[src/pwpd_pkg.sv]
// Shared types, codes and reset constants of the pulse width packet decoder.
package pwpd_pkg;

  localparam int unsigned CodeBitsDef   = 32;
  localparam int unsigned TickBitsDef   = 15;
  localparam int unsigned MaxSymbolsDef = 64;

  localparam int unsigned ExpBitsW   = 6;
  localparam int unsigned CfgIndexW  = 3;
  localparam int unsigned CodeOutW   = 32;
  localparam int unsigned QueueDepth = 2;

  localparam int unsigned RstShortLow  = 22;
  localparam int unsigned RstShortHigh = 28;
  localparam int unsigned RstLongLow   = 22;
  localparam int unsigned RstLongHigh  = 28;
  localparam int unsigned RstExpBits   = 25;

  typedef enum logic [CfgIndexW-1:0] {
    CFG_SHORT_LOW  = 3'd0,
    CFG_SHORT_HIGH = 3'd1,
    CFG_LONG_LOW   = 3'd2,
    CFG_LONG_HIGH  = 3'd3,
    CFG_EXP_BITS   = 3'd4
  } pwpd_cfg_idx_e;

  typedef enum logic [1:0] {
    SYM_ONE  = 2'd0,
    SYM_ZERO = 2'd1,
    SYM_BAD  = 2'd2
  } pwpd_sym_kind_e;

  typedef enum logic [1:0] {
    STATUS_OK        = 2'd0,
    STATUS_BAD_COUNT = 2'd1,
    STATUS_BAD_PULSE = 2'd2
  } pwpd_status_e;

  typedef struct packed {
    pwpd_sym_kind_e kind;
    logic           last;
  } pwpd_sym_t;

endpackage

[src/pwpd_front.sv]
// Front end: holds the tick windows and classifies each incoming symbol.
module pwpd_front #(
  parameter int unsigned TICK_BITS = pwpd_pkg::TickBitsDef,
  parameter int unsigned TDATA_W   = ((TICK_BITS + 7) / 8) * 8
) (
  input  logic                           clk_i,
  input  logic                           rst_ni,
  input  logic                           cfg_we_i,
  input  logic [pwpd_pkg::CfgIndexW-1:0] cfg_index_i,
  input  logic [TICK_BITS-1:0]           cfg_wdata_i,
  input  logic                           s_axis_tvalid,
  output logic                           s_axis_tready,
  input  logic [TDATA_W-1:0]             s_axis_tdata,
  input  logic                           s_axis_tlast,
  output logic                           sym_valid_o,
  input  logic                           sym_ready_i,
  output pwpd_pkg::pwpd_sym_t            sym_o
);
  import pwpd_pkg::*;

  logic [TICK_BITS-1:0] short_low_q, short_high_q, long_low_q, long_high_q;
  logic [TICK_BITS-1:0] ticks;
  logic                 in_short, in_long;

  always_ff @(posedge clk_i or negedge rst_ni) begin
    if (!rst_ni) begin
      short_low_q  <= TICK_BITS'(RstShortLow);
      short_high_q <= TICK_BITS'(RstShortHigh);
      long_low_q   <= TICK_BITS'(RstLongLow);
      long_high_q  <= TICK_BITS'(RstLongHigh);
    end else if (cfg_we_i) begin
      unique case (cfg_index_i)
        CFG_SHORT_LOW:  short_low_q  <= cfg_wdata_i;
        CFG_SHORT_HIGH: short_high_q <= cfg_wdata_i;
        CFG_LONG_LOW:   long_low_q   <= cfg_wdata_i;
        CFG_LONG_HIGH:  long_high_q  <= cfg_wdata_i;
        default: ;
      endcase
    end
  end

  assign ticks    = s_axis_tdata[TICK_BITS-1:0];
  assign in_short = (ticks > short_low_q) && (ticks < short_high_q);
  assign in_long  = (ticks > long_low_q) && (ticks < long_high_q);

  // The short window is tested first, so it wins where the windows overlap.
  always_comb begin
    if (in_short) begin
      sym_o.kind = SYM_ONE;
    end else if (in_long) begin
      sym_o.kind = SYM_ZERO;
    end else begin
      sym_o.kind = SYM_BAD;
    end
    sym_o.last = s_axis_tlast;
  end

  assign sym_valid_o   = s_axis_tvalid;
  assign s_axis_tready = sym_ready_i;

endmodule

[src/pwpd_queue.sv]
// Two-entry queue of classified symbols between the front and back ends.
module pwpd_queue (
  input  logic                clk_i,
  input  logic                rst_ni,
  input  logic                push_valid_i,
  output logic                push_ready_o,
  input  pwpd_pkg::pwpd_sym_t push_data_i,
  output logic                pop_valid_o,
  input  logic                pop_ready_i,
  output pwpd_pkg::pwpd_sym_t pop_data_o
);
  import pwpd_pkg::*;

  localparam int unsigned PtrW = (QueueDepth > 1) ? $clog2(QueueDepth) : 1;
  localparam int unsigned CntW = $clog2(QueueDepth + 1);

  pwpd_sym_t       entry_q [QueueDepth];
  logic [PtrW-1:0] wr_ptr_q, wr_ptr_d, rd_ptr_q, rd_ptr_d;
  logic [CntW-1:0] count_q, count_d;
  logic            push, pop;

  assign push_ready_o = (count_q != CntW'(QueueDepth));
  assign pop_valid_o  = (count_q != '0);
  assign push         = push_valid_i && push_ready_o;
  assign pop          = pop_ready_i && pop_valid_o;
  assign pop_data_o   = entry_q[rd_ptr_q];

  always_comb begin
    wr_ptr_d = wr_ptr_q;
    rd_ptr_d = rd_ptr_q;
    count_d  = count_q;
    if (push) begin
      wr_ptr_d = (wr_ptr_q == PtrW'(QueueDepth - 1)) ? '0 : wr_ptr_q + 1'b1;
    end
    if (pop) begin
      rd_ptr_d = (rd_ptr_q == PtrW'(QueueDepth - 1)) ? '0 : rd_ptr_q + 1'b1;
    end
    if (push && !pop) begin
      count_d = count_q + 1'b1;
    end else if (pop && !push) begin
      count_d = count_q - 1'b1;
    end
  end

  always_ff @(posedge clk_i or negedge rst_ni) begin
    if (!rst_ni) begin
      wr_ptr_q <= '0;
      rd_ptr_q <= '0;
      count_q  <= '0;
    end else begin
      wr_ptr_q <= wr_ptr_d;
      rd_ptr_q <= rd_ptr_d;
      count_q  <= count_d;
    end
  end

  always_ff @(posedge clk_i) begin
    if (push) begin
      entry_q[wr_ptr_q] <= push_data_i;
    end
  end

`ifndef NO_ASSERTIONS
  a_count_bound: assert property (@(posedge clk_i) disable iff (!rst_ni)
    count_q <= CntW'(QueueDepth))
    else $error("queue count exceeds its depth");

  a_count_track: assert property (@(posedge clk_i) disable iff (!rst_ni)
    (push && !pop) |=> (count_q == $past(count_q) + 1'b1))
    else $error("queue count missed a request");
`endif

endmodule

[src/pwpd_back.sv]
// Back end: shifts the code, counts symbols and registers the packet result.
module pwpd_back #(
  parameter int unsigned CODE_BITS   = pwpd_pkg::CodeBitsDef,
  parameter int unsigned MAX_SYMBOLS = pwpd_pkg::MaxSymbolsDef,
  parameter int unsigned CFG_W       = pwpd_pkg::TickBitsDef
) (
  input  logic                           clk_i,
  input  logic                           rst_ni,
  input  logic                           cfg_we_i,
  input  logic [pwpd_pkg::CfgIndexW-1:0] cfg_index_i,
  input  logic [CFG_W-1:0]               cfg_wdata_i,
  input  logic                           sym_valid_i,
  output logic                           sym_ready_o,
  input  pwpd_pkg::pwpd_sym_t            sym_i,
  output logic                           m_axis_tvalid,
  input  logic                           m_axis_tready,
  output logic [pwpd_pkg::CodeOutW-1:0]  m_axis_tdata,
  output logic [1:0]                     m_axis_tuser
);
  import pwpd_pkg::*;

  localparam int unsigned CntW = $clog2(MAX_SYMBOLS + 1);

  logic [ExpBitsW-1:0]              exp_bits_q;
  logic [CODE_BITS-1:0]             shift_q, shift_d;
  logic [CntW-1:0]                  count_q, count_d;
  logic                             bad_q, bad_d;
  logic                             out_valid_q;
  logic [CodeOutW-1:0]              code_q, code_d;
  pwpd_status_e                     status_q, status_d;
  logic [CODE_BITS+CodeOutW-1:0]    shift_ext;
  logic                             pop, emit;

  always_ff @(posedge clk_i or negedge rst_ni) begin
    if (!rst_ni) begin
      exp_bits_q <= ExpBitsW'(RstExpBits);
    end else if (cfg_we_i && (cfg_index_i == CFG_EXP_BITS)) begin
      exp_bits_q <= cfg_wdata_i[ExpBitsW-1:0];
    end
  end

  // A symbol that closes a packet waits until the output register is free.
  assign sym_ready_o = !sym_i.last || !out_valid_q || m_axis_tready;
  assign pop         = sym_valid_i && sym_ready_o;
  assign emit        = pop && sym_i.last;

  always_comb begin
    shift_d = shift_q;
    bad_d   = bad_q;
    count_d = count_q;
    unique case (sym_i.kind)
      SYM_ONE:  shift_d = {shift_q[CODE_BITS-2:0], 1'b1};
      SYM_ZERO: shift_d = {shift_q[CODE_BITS-2:0], 1'b0};
      default:  bad_d   = 1'b1;
    endcase
    if (count_q < CntW'(MAX_SYMBOLS)) begin
      count_d = count_q + 1'b1;
    end
  end

  assign shift_ext = {{CodeOutW{1'b0}}, shift_d};

  always_comb begin
    if (count_d != CntW'(exp_bits_q)) begin
      status_d = STATUS_BAD_COUNT;
      code_d   = '0;
    end else if (bad_d) begin
      status_d = STATUS_BAD_PULSE;
      code_d   = '0;
    end else begin
      status_d = STATUS_OK;
      code_d   = shift_ext[CodeOutW-1:0];
    end
  end

  always_ff @(posedge clk_i or negedge rst_ni) begin
    if (!rst_ni) begin
      shift_q     <= '0;
      count_q     <= '0;
      bad_q       <= 1'b0;
      out_valid_q <= 1'b0;
    end else begin
      if (emit) begin
        shift_q <= '0;
        count_q <= '0;
        bad_q   <= 1'b0;
      end else if (pop) begin
        shift_q <= shift_d;
        count_q <= count_d;
        bad_q   <= bad_d;
      end
      if (emit) begin
        out_valid_q <= 1'b1;
      end else if (m_axis_tready) begin
        out_valid_q <= 1'b0;
      end
    end
  end

  always_ff @(posedge clk_i) begin
    if (emit) begin
      code_q   <= code_d;
      status_q <= status_d;
    end
  end

  assign m_axis_tvalid = out_valid_q;
  assign m_axis_tdata  = code_q;
  assign m_axis_tuser  = status_q;

`ifndef NO_ASSERTIONS
  a_code_zero_on_error: assert property (@(posedge clk_i) disable iff (!rst_ni)
    (out_valid_q && (status_q != STATUS_OK)) |-> (code_q == '0))
    else $error("nonzero code with an error status");

  a_count_saturates: assert property (@(posedge clk_i) disable iff (!rst_ni)
    count_q <= CntW'(MAX_SYMBOLS))
    else $error("symbol count passed its ceiling");

  a_clear_after_emit: assert property (@(posedge clk_i) disable iff (!rst_ni)
    emit |=> ((count_q == '0) && !bad_q && out_valid_q))
    else $error("packet state not cleared after a result");
`endif

endmodule

[src/pulse_width_packet_decoder_top.sv]
// Top level of the pulse width packet decoder.
// Each request on the input stream is one pulse symbol: the high-phase duration in ticks in
// tdata and the final-symbol mark in tlast. The block takes one symbol per clock cycle while
// the queue has room. The front end classifies a symbol against the tick windows in the cycle
// it is accepted and places it in a two-entry queue. The back end takes it from the queue once
// ready, and on taking a final symbol it loads the packet code and status into the output
// register, so a result passes through the queue entry and then the output register. A final
// symbol waits in the queue while the previous result is still unaccepted, and the input
// stalls once the queue is full. Configuration writes are taken at any edge with the write
// enable high and must only be made while the block is idle.
module pulse_width_packet_decoder_top #(
  parameter int unsigned CODE_BITS   = pwpd_pkg::CodeBitsDef,
  parameter int unsigned TICK_BITS   = pwpd_pkg::TickBitsDef,
  parameter int unsigned MAX_SYMBOLS = pwpd_pkg::MaxSymbolsDef,
  parameter int unsigned TDATA_W     = ((TICK_BITS + 7) / 8) * 8
) (
  input  logic                           clk_i,
  input  logic                           rst_ni,
  input  logic                           cfg_we_i,
  input  logic [pwpd_pkg::CfgIndexW-1:0] cfg_index_i,
  input  logic [TICK_BITS-1:0]           cfg_wdata_i,
  input  logic                           s_axis_tvalid,
  output logic                           s_axis_tready,
  input  logic [TDATA_W-1:0]             s_axis_tdata,   // high_ticks, zero padding above
  input  logic                           s_axis_tlast,
  output logic                           m_axis_tvalid,
  input  logic                           m_axis_tready,
  output logic [pwpd_pkg::CodeOutW-1:0]  m_axis_tdata,   // packet_code
  output logic [1:0]                     m_axis_tuser    // status
);
  import pwpd_pkg::*;

  logic      front_valid, front_ready;
  pwpd_sym_t front_sym;
  logic      back_valid, back_ready;
  pwpd_sym_t back_sym;

  pwpd_front #(
    .TICK_BITS (TICK_BITS),
    .TDATA_W   (TDATA_W)
  ) u_front (
    .clk_i         (clk_i),
    .rst_ni        (rst_ni),
    .cfg_we_i      (cfg_we_i),
    .cfg_index_i   (cfg_index_i),
    .cfg_wdata_i   (cfg_wdata_i),
    .s_axis_tvalid (s_axis_tvalid),
    .s_axis_tready (s_axis_tready),
    .s_axis_tdata  (s_axis_tdata),
    .s_axis_tlast  (s_axis_tlast),
    .sym_valid_o   (front_valid),
    .sym_ready_i   (front_ready),
    .sym_o         (front_sym)
  );

  pwpd_queue u_queue (
    .clk_i        (clk_i),
    .rst_ni       (rst_ni),
    .push_valid_i (front_valid),
    .push_ready_o (front_ready),
    .push_data_i  (front_sym),
    .pop_valid_o  (back_valid),
    .pop_ready_i  (back_ready),
    .pop_data_o   (back_sym)
  );

  pwpd_back #(
    .CODE_BITS   (CODE_BITS),
    .MAX_SYMBOLS (MAX_SYMBOLS),
    .CFG_W       (TICK_BITS)
  ) u_back (
    .clk_i         (clk_i),
    .rst_ni        (rst_ni),
    .cfg_we_i      (cfg_we_i),
    .cfg_index_i   (cfg_index_i),
    .cfg_wdata_i   (cfg_wdata_i),
    .sym_valid_i   (back_valid),
    .sym_ready_o   (back_ready),
    .sym_i         (back_sym),
    .m_axis_tvalid (m_axis_tvalid),
    .m_axis_tready (m_axis_tready),
    .m_axis_tdata  (m_axis_tdata),
    .m_axis_tuser  (m_axis_tuser)
  );

endmodule
[config.mk]
export PLATFORM = sky130hd
export DESIGN_NAME = pulse_width_packet_decoder_top
export DESIGN_NICKNAME = d
export VERILOG_FILES = /design/src/pwpd_pkg.sv /design/src/pwpd_front.sv /design/src/pwpd_queue.sv /design/src/pwpd_back.sv /design/src/pulse_width_packet_decoder_top.sv
export SDC_FILE = /design/constraint.sdc
export NUM_CORES = 1
export LEC_CHECK = 0
export BUFFER_PORTS_ARGS = -buffer_cell sky130_fd_sc_hd__buf_2
export CORE_MARGIN = 2
export CORE_UTILIZATION = 59
export DETAILED_ROUTE_END_ITERATION = 7
export HOLD_SLACK_MARGIN = 0.03
export PLACE_DENSITY = 0.89
export SYNTH_ARGS = -nofsm -noshare
export SYNTH_HDL_FRONTEND = slang
export SYNTH_SLANG_ARGS = --single-unit
[constraint.sdc]
create_clock -name clk_i -period 2.6 [get_ports clk_i]
set_clock_uncertainty 0.1 [all_clocks]
set_input_delay 0.26 -clock clk_i [delete_from_list [all_inputs] [get_ports clk_i]]
set_output_delay 0.26 -clock clk_i [all_outputs]
set_load 0.1 [all_outputs]
==> summary.txt <==
STA
  – Final worst setup slack: 0.0693 ns
  – Hold_ws: 0.0496 ns
  – Crit share post-route: 0.973
  – Fmax: 0.395 GHz
  – Max transition margin: 0.302
  – Final Hold Viols: 0
  – Fin. max-slew vios: 0
  – Minimum clock period: 2.53 ns
  – Worst Max-Slew Pin Slew: 1.04 ns
  – Endpoints failing setup: 0

Cells and area
  – # fillers: 808
  – Diodes inserted: 0
  – Post-Layout Inst Area: 0.00859 sq mm
  – Register area: 0.00397 sq mm
  – Final net count: 887
  – Fin cells: 947
  – Layout cells sized above 1: 0.190
  – Area Growth Syn to Fin: 18.0%
  – Multi-input logic area: 0.00298 sq mm

Logic synthesis
  – Mux contribution to synthesized area: 0.0416
  – Post-synth EDFFs: 40
  – Synth area leader: dfrtp_1
  – Adder-cell share of the synthesized area: 0.103
  – Syn Area/Cell: 10.5 sq um
  – Post-synthesis xor/xnor area fraction: 0.0181
  – Seq cells post-synth: 150
  – Synth async-reset ratio: 0.733
  – Main combinational cell family by area after synthesis: simple AND/OR/NAND/NOR gates
  – Post-synth net total: 791
  – Ranking of synthesized cells by area: dfrtp_1, edfxtp_1, ha_1
  – Mapped Cells: 691
  – Compound-cell area share of the yosys netlist: 0.105
  – Post-Syn Area: 0.00728 sq mm
  – Top-area cell type share of the netlist area: 0.327
  – Netlist cell types: 49
  – Sequential area share after synthesis: 0.546
  – Yosys warnings: 0
  – Post-synth top cells: nand2_1, dfrtp_1, ha_1, inv_1, o21ai_1
  – Count leader, synth: nand2_1
  – Post-synthesis simple-gate area fraction: 0.139
  – Ys flop type: dfrtp_1

Critical path
  – Worst-path maximum fanout: 2
  – Flop-to-flop setup slack: 0.07 ns
  – FF-to-FF Start: u_front.long_high_q[4]
  – CP endpoint kind: register
  – WP data required: 2.63 ns
  – Worst path max stage delay: 0.71 ns
  – Crit-path slowest cell: o41ai_1
  – Top cell by count, worst path: a21oi_1
  – FF-to-FF End: u_queue.entry_q[1][1]
  – Worst setup SP type: register
  – Reg2reg path depth: 7
  – Setup CP Type: register to register
  – Worst Path Arrival: 2.56 ns
  – CP Cell Sequence: inv_1 > ha_1 > a21oi_1 > o21ai_0 > a21oi_1 > o41ai_1 > a211oi_1

CTS
  – H-tree depth: 4
  – Insertion delay to the later sink of the worst-skew pair: 0.43 ns
  – Reg clk slew, reported paths: 0.06 ns
  – Setup bufs post-CTS: 0
  – CTS tree: yes
  – CTS sink cnt: 150
  – Total CTS buffers: 17
  – Clock root cell: clkbuf_16
  – Clock Path Buffers: 2

Placement
  – Inst Count DP: 899
  – Placed Area: 0.00784 sq mm
  – IO Port Bufs: 74
  – Post-Place Setup Slack: 0.0316 ns
  – Routability cong.: 0.881
  – HPWL Detailed: 10.3 mm

Global route
  – Initial antenna violation count: 0
  – Vias in the first global route: 5486
  – GRT Util Overall: 0.247
  – Global-route wire length before repair: 25.3 mm
  – Largest net degree at the start of global routing: 61
  – Grt ovf: 0

Routing
  – # DRC: 0
  – WL per Instance: 15.7 um
  – Routed Antenna Nets: 0
  – Drt pass-1 iters: 4
  – Detailed Route WL: 14.9 mm
  – Via count: 5248
  – Initial drt markers: 396
  – Drt via density: 5.54

Die
  – Die Area: 0.0132 sq mm
  – Die height: 115 um
  – Row count: 40
  – CORE AREA: 0.0120 sq mm
  – Num ports: 76
  – Chip width: 115 um
  – Starting Density: 0.606

Run status
  – Outcome: completed

Worst hold path
  – WHS Path Cells: 3
  – Min-Delay Startpoint: m_axis_tready
  – Worst hold path class: primary input to register
  – Hold path endpoint: u_back.m_axis_tvalid

Power
  – Final total power: 9110 uW
  – PD cells: 1060 mW/mm^2
  – VDD IR max: 689 uV
  – Pleak: 0.00388 uW

Flow run
  – # Max-Cap Violations: 0
-- registers in the layout (all words and copies together) (netlist names), 6 cells and up --
name                  flops
u_back.m_axis_tdata      32
u_back.shift_q           31
u_front.long_high_q      15
u_front.long_low_q       15
u_front.short_high_q     15
u_front.short_low_q      15
u_back.count_q            7
u_back.exp_bits_q         6
u_queue.entry_q           6
-- cell type report --
cell class	count	area share
multi-input combinational	456	0.347
sequential	150	0.463
inverter	61	0.0267
tap	147	0.0214
timing repair buffer	101	0.0746
clock inverter	13	0.0168
clock buffer	19	0.0504
-- what timing repair did --
action | in CTS | in global routing
gates cloned | 0 | 0
hold buffers | 16 | 0
setup endpoints to repair | 2 | 2
gates resized for setup | 1 | 2
endpoints found under the hold margin | 85 | 0
-- cell families after synthesis --
| logic type | Yosys count |
|---|---|
| buffers and inverters | 85 |
| and+or+nand+nor | 217 |
| DFF | 150 |
| AOI/OAI and AO/OA | 137 |
| muxes | 27 |
| xor gates and xnor gates | 15 |
| adders and majority gates | 60 |
-- critical path, delay by kind of cell (launching register included) --
family | cells | cell delay, ns
compound gates | 5 | 1.28
buf+inv | 1 | 0.04
flops | 1 | 0.53
fa+ha+maj | 1 | 0.29
-- through the flow --
stage / TNS [ns] / util
after floorplan: 0 / -
after global placement: 0 / 0.652
after detailed placement: 0 / 0.652
after CTS: 0 / 0.714
after global routing: -0.0163 / 0.715
final: 0 / 0.715
-- layer usage --
layer | GRT usage | vias to the layer above | wire, um
li1 | - | 2551 | -
met5 | 0 | - | 0
met4 | 0.120 | 0 | 446
met1 | 0.286 | 2518 | 6010
met3 | 0.0511 | 37 | 641
met2 | 0.437 | 142 | 7810
-- placed cells by master (no fill, tap or decap), types with 8 or more instances in the layout --
master,Yosys,routed
buf_2,5,73
mux2_2,15,15
dfrtp_1,95,95
dlygate4sd3_1,0,16
nand4_1,8,8
nand3_1,11,11
a21oi_1,22,22
inv_1,60,60
clkbuf_16,0,17
xnor2_1,9,9
edfxtp_1,40,40
and2_1,31,31
dfstp_2,15,15
nor2_1,22,21
nand2_1,121,121
buf_4,0,10
o21ai_0,30,30
mux2_1,11,11
ha_1,60,60
o21ai_1,58,58
-- how the worst max path moves through the flow --
stage                                 startpoint                     end  slack, ns
after floorplan             u_back.m_axis_tvalid  u_back.m_axis_tdata[0]       0.04
after global placement     u_front.long_low_q[4]   u_queue.entry_q[0][2]       0.20
after detailed placement   u_front.long_low_q[2]   u_queue.entry_q[0][2]       0.03
after CTS                  u_front.long_low_q[4]   u_queue.entry_q[0][2]       0.03
after global routing      u_front.long_high_q[4]   u_queue.entry_q[0][1]     -0.008
final                     u_front.long_high_q[4]   u_queue.entry_q[1][1]       0.07
-- power by group --
part / leakage, uW / internal, uW / switching [uW]
combinational: 0.00184 / 814 / 2600
clock: 0.000271 / 1420 / 984
sequential: 0.00176 / 3050 / 240
total: 0.00388 / 5290 / 3820
Power figures use the tool's default switching activity.
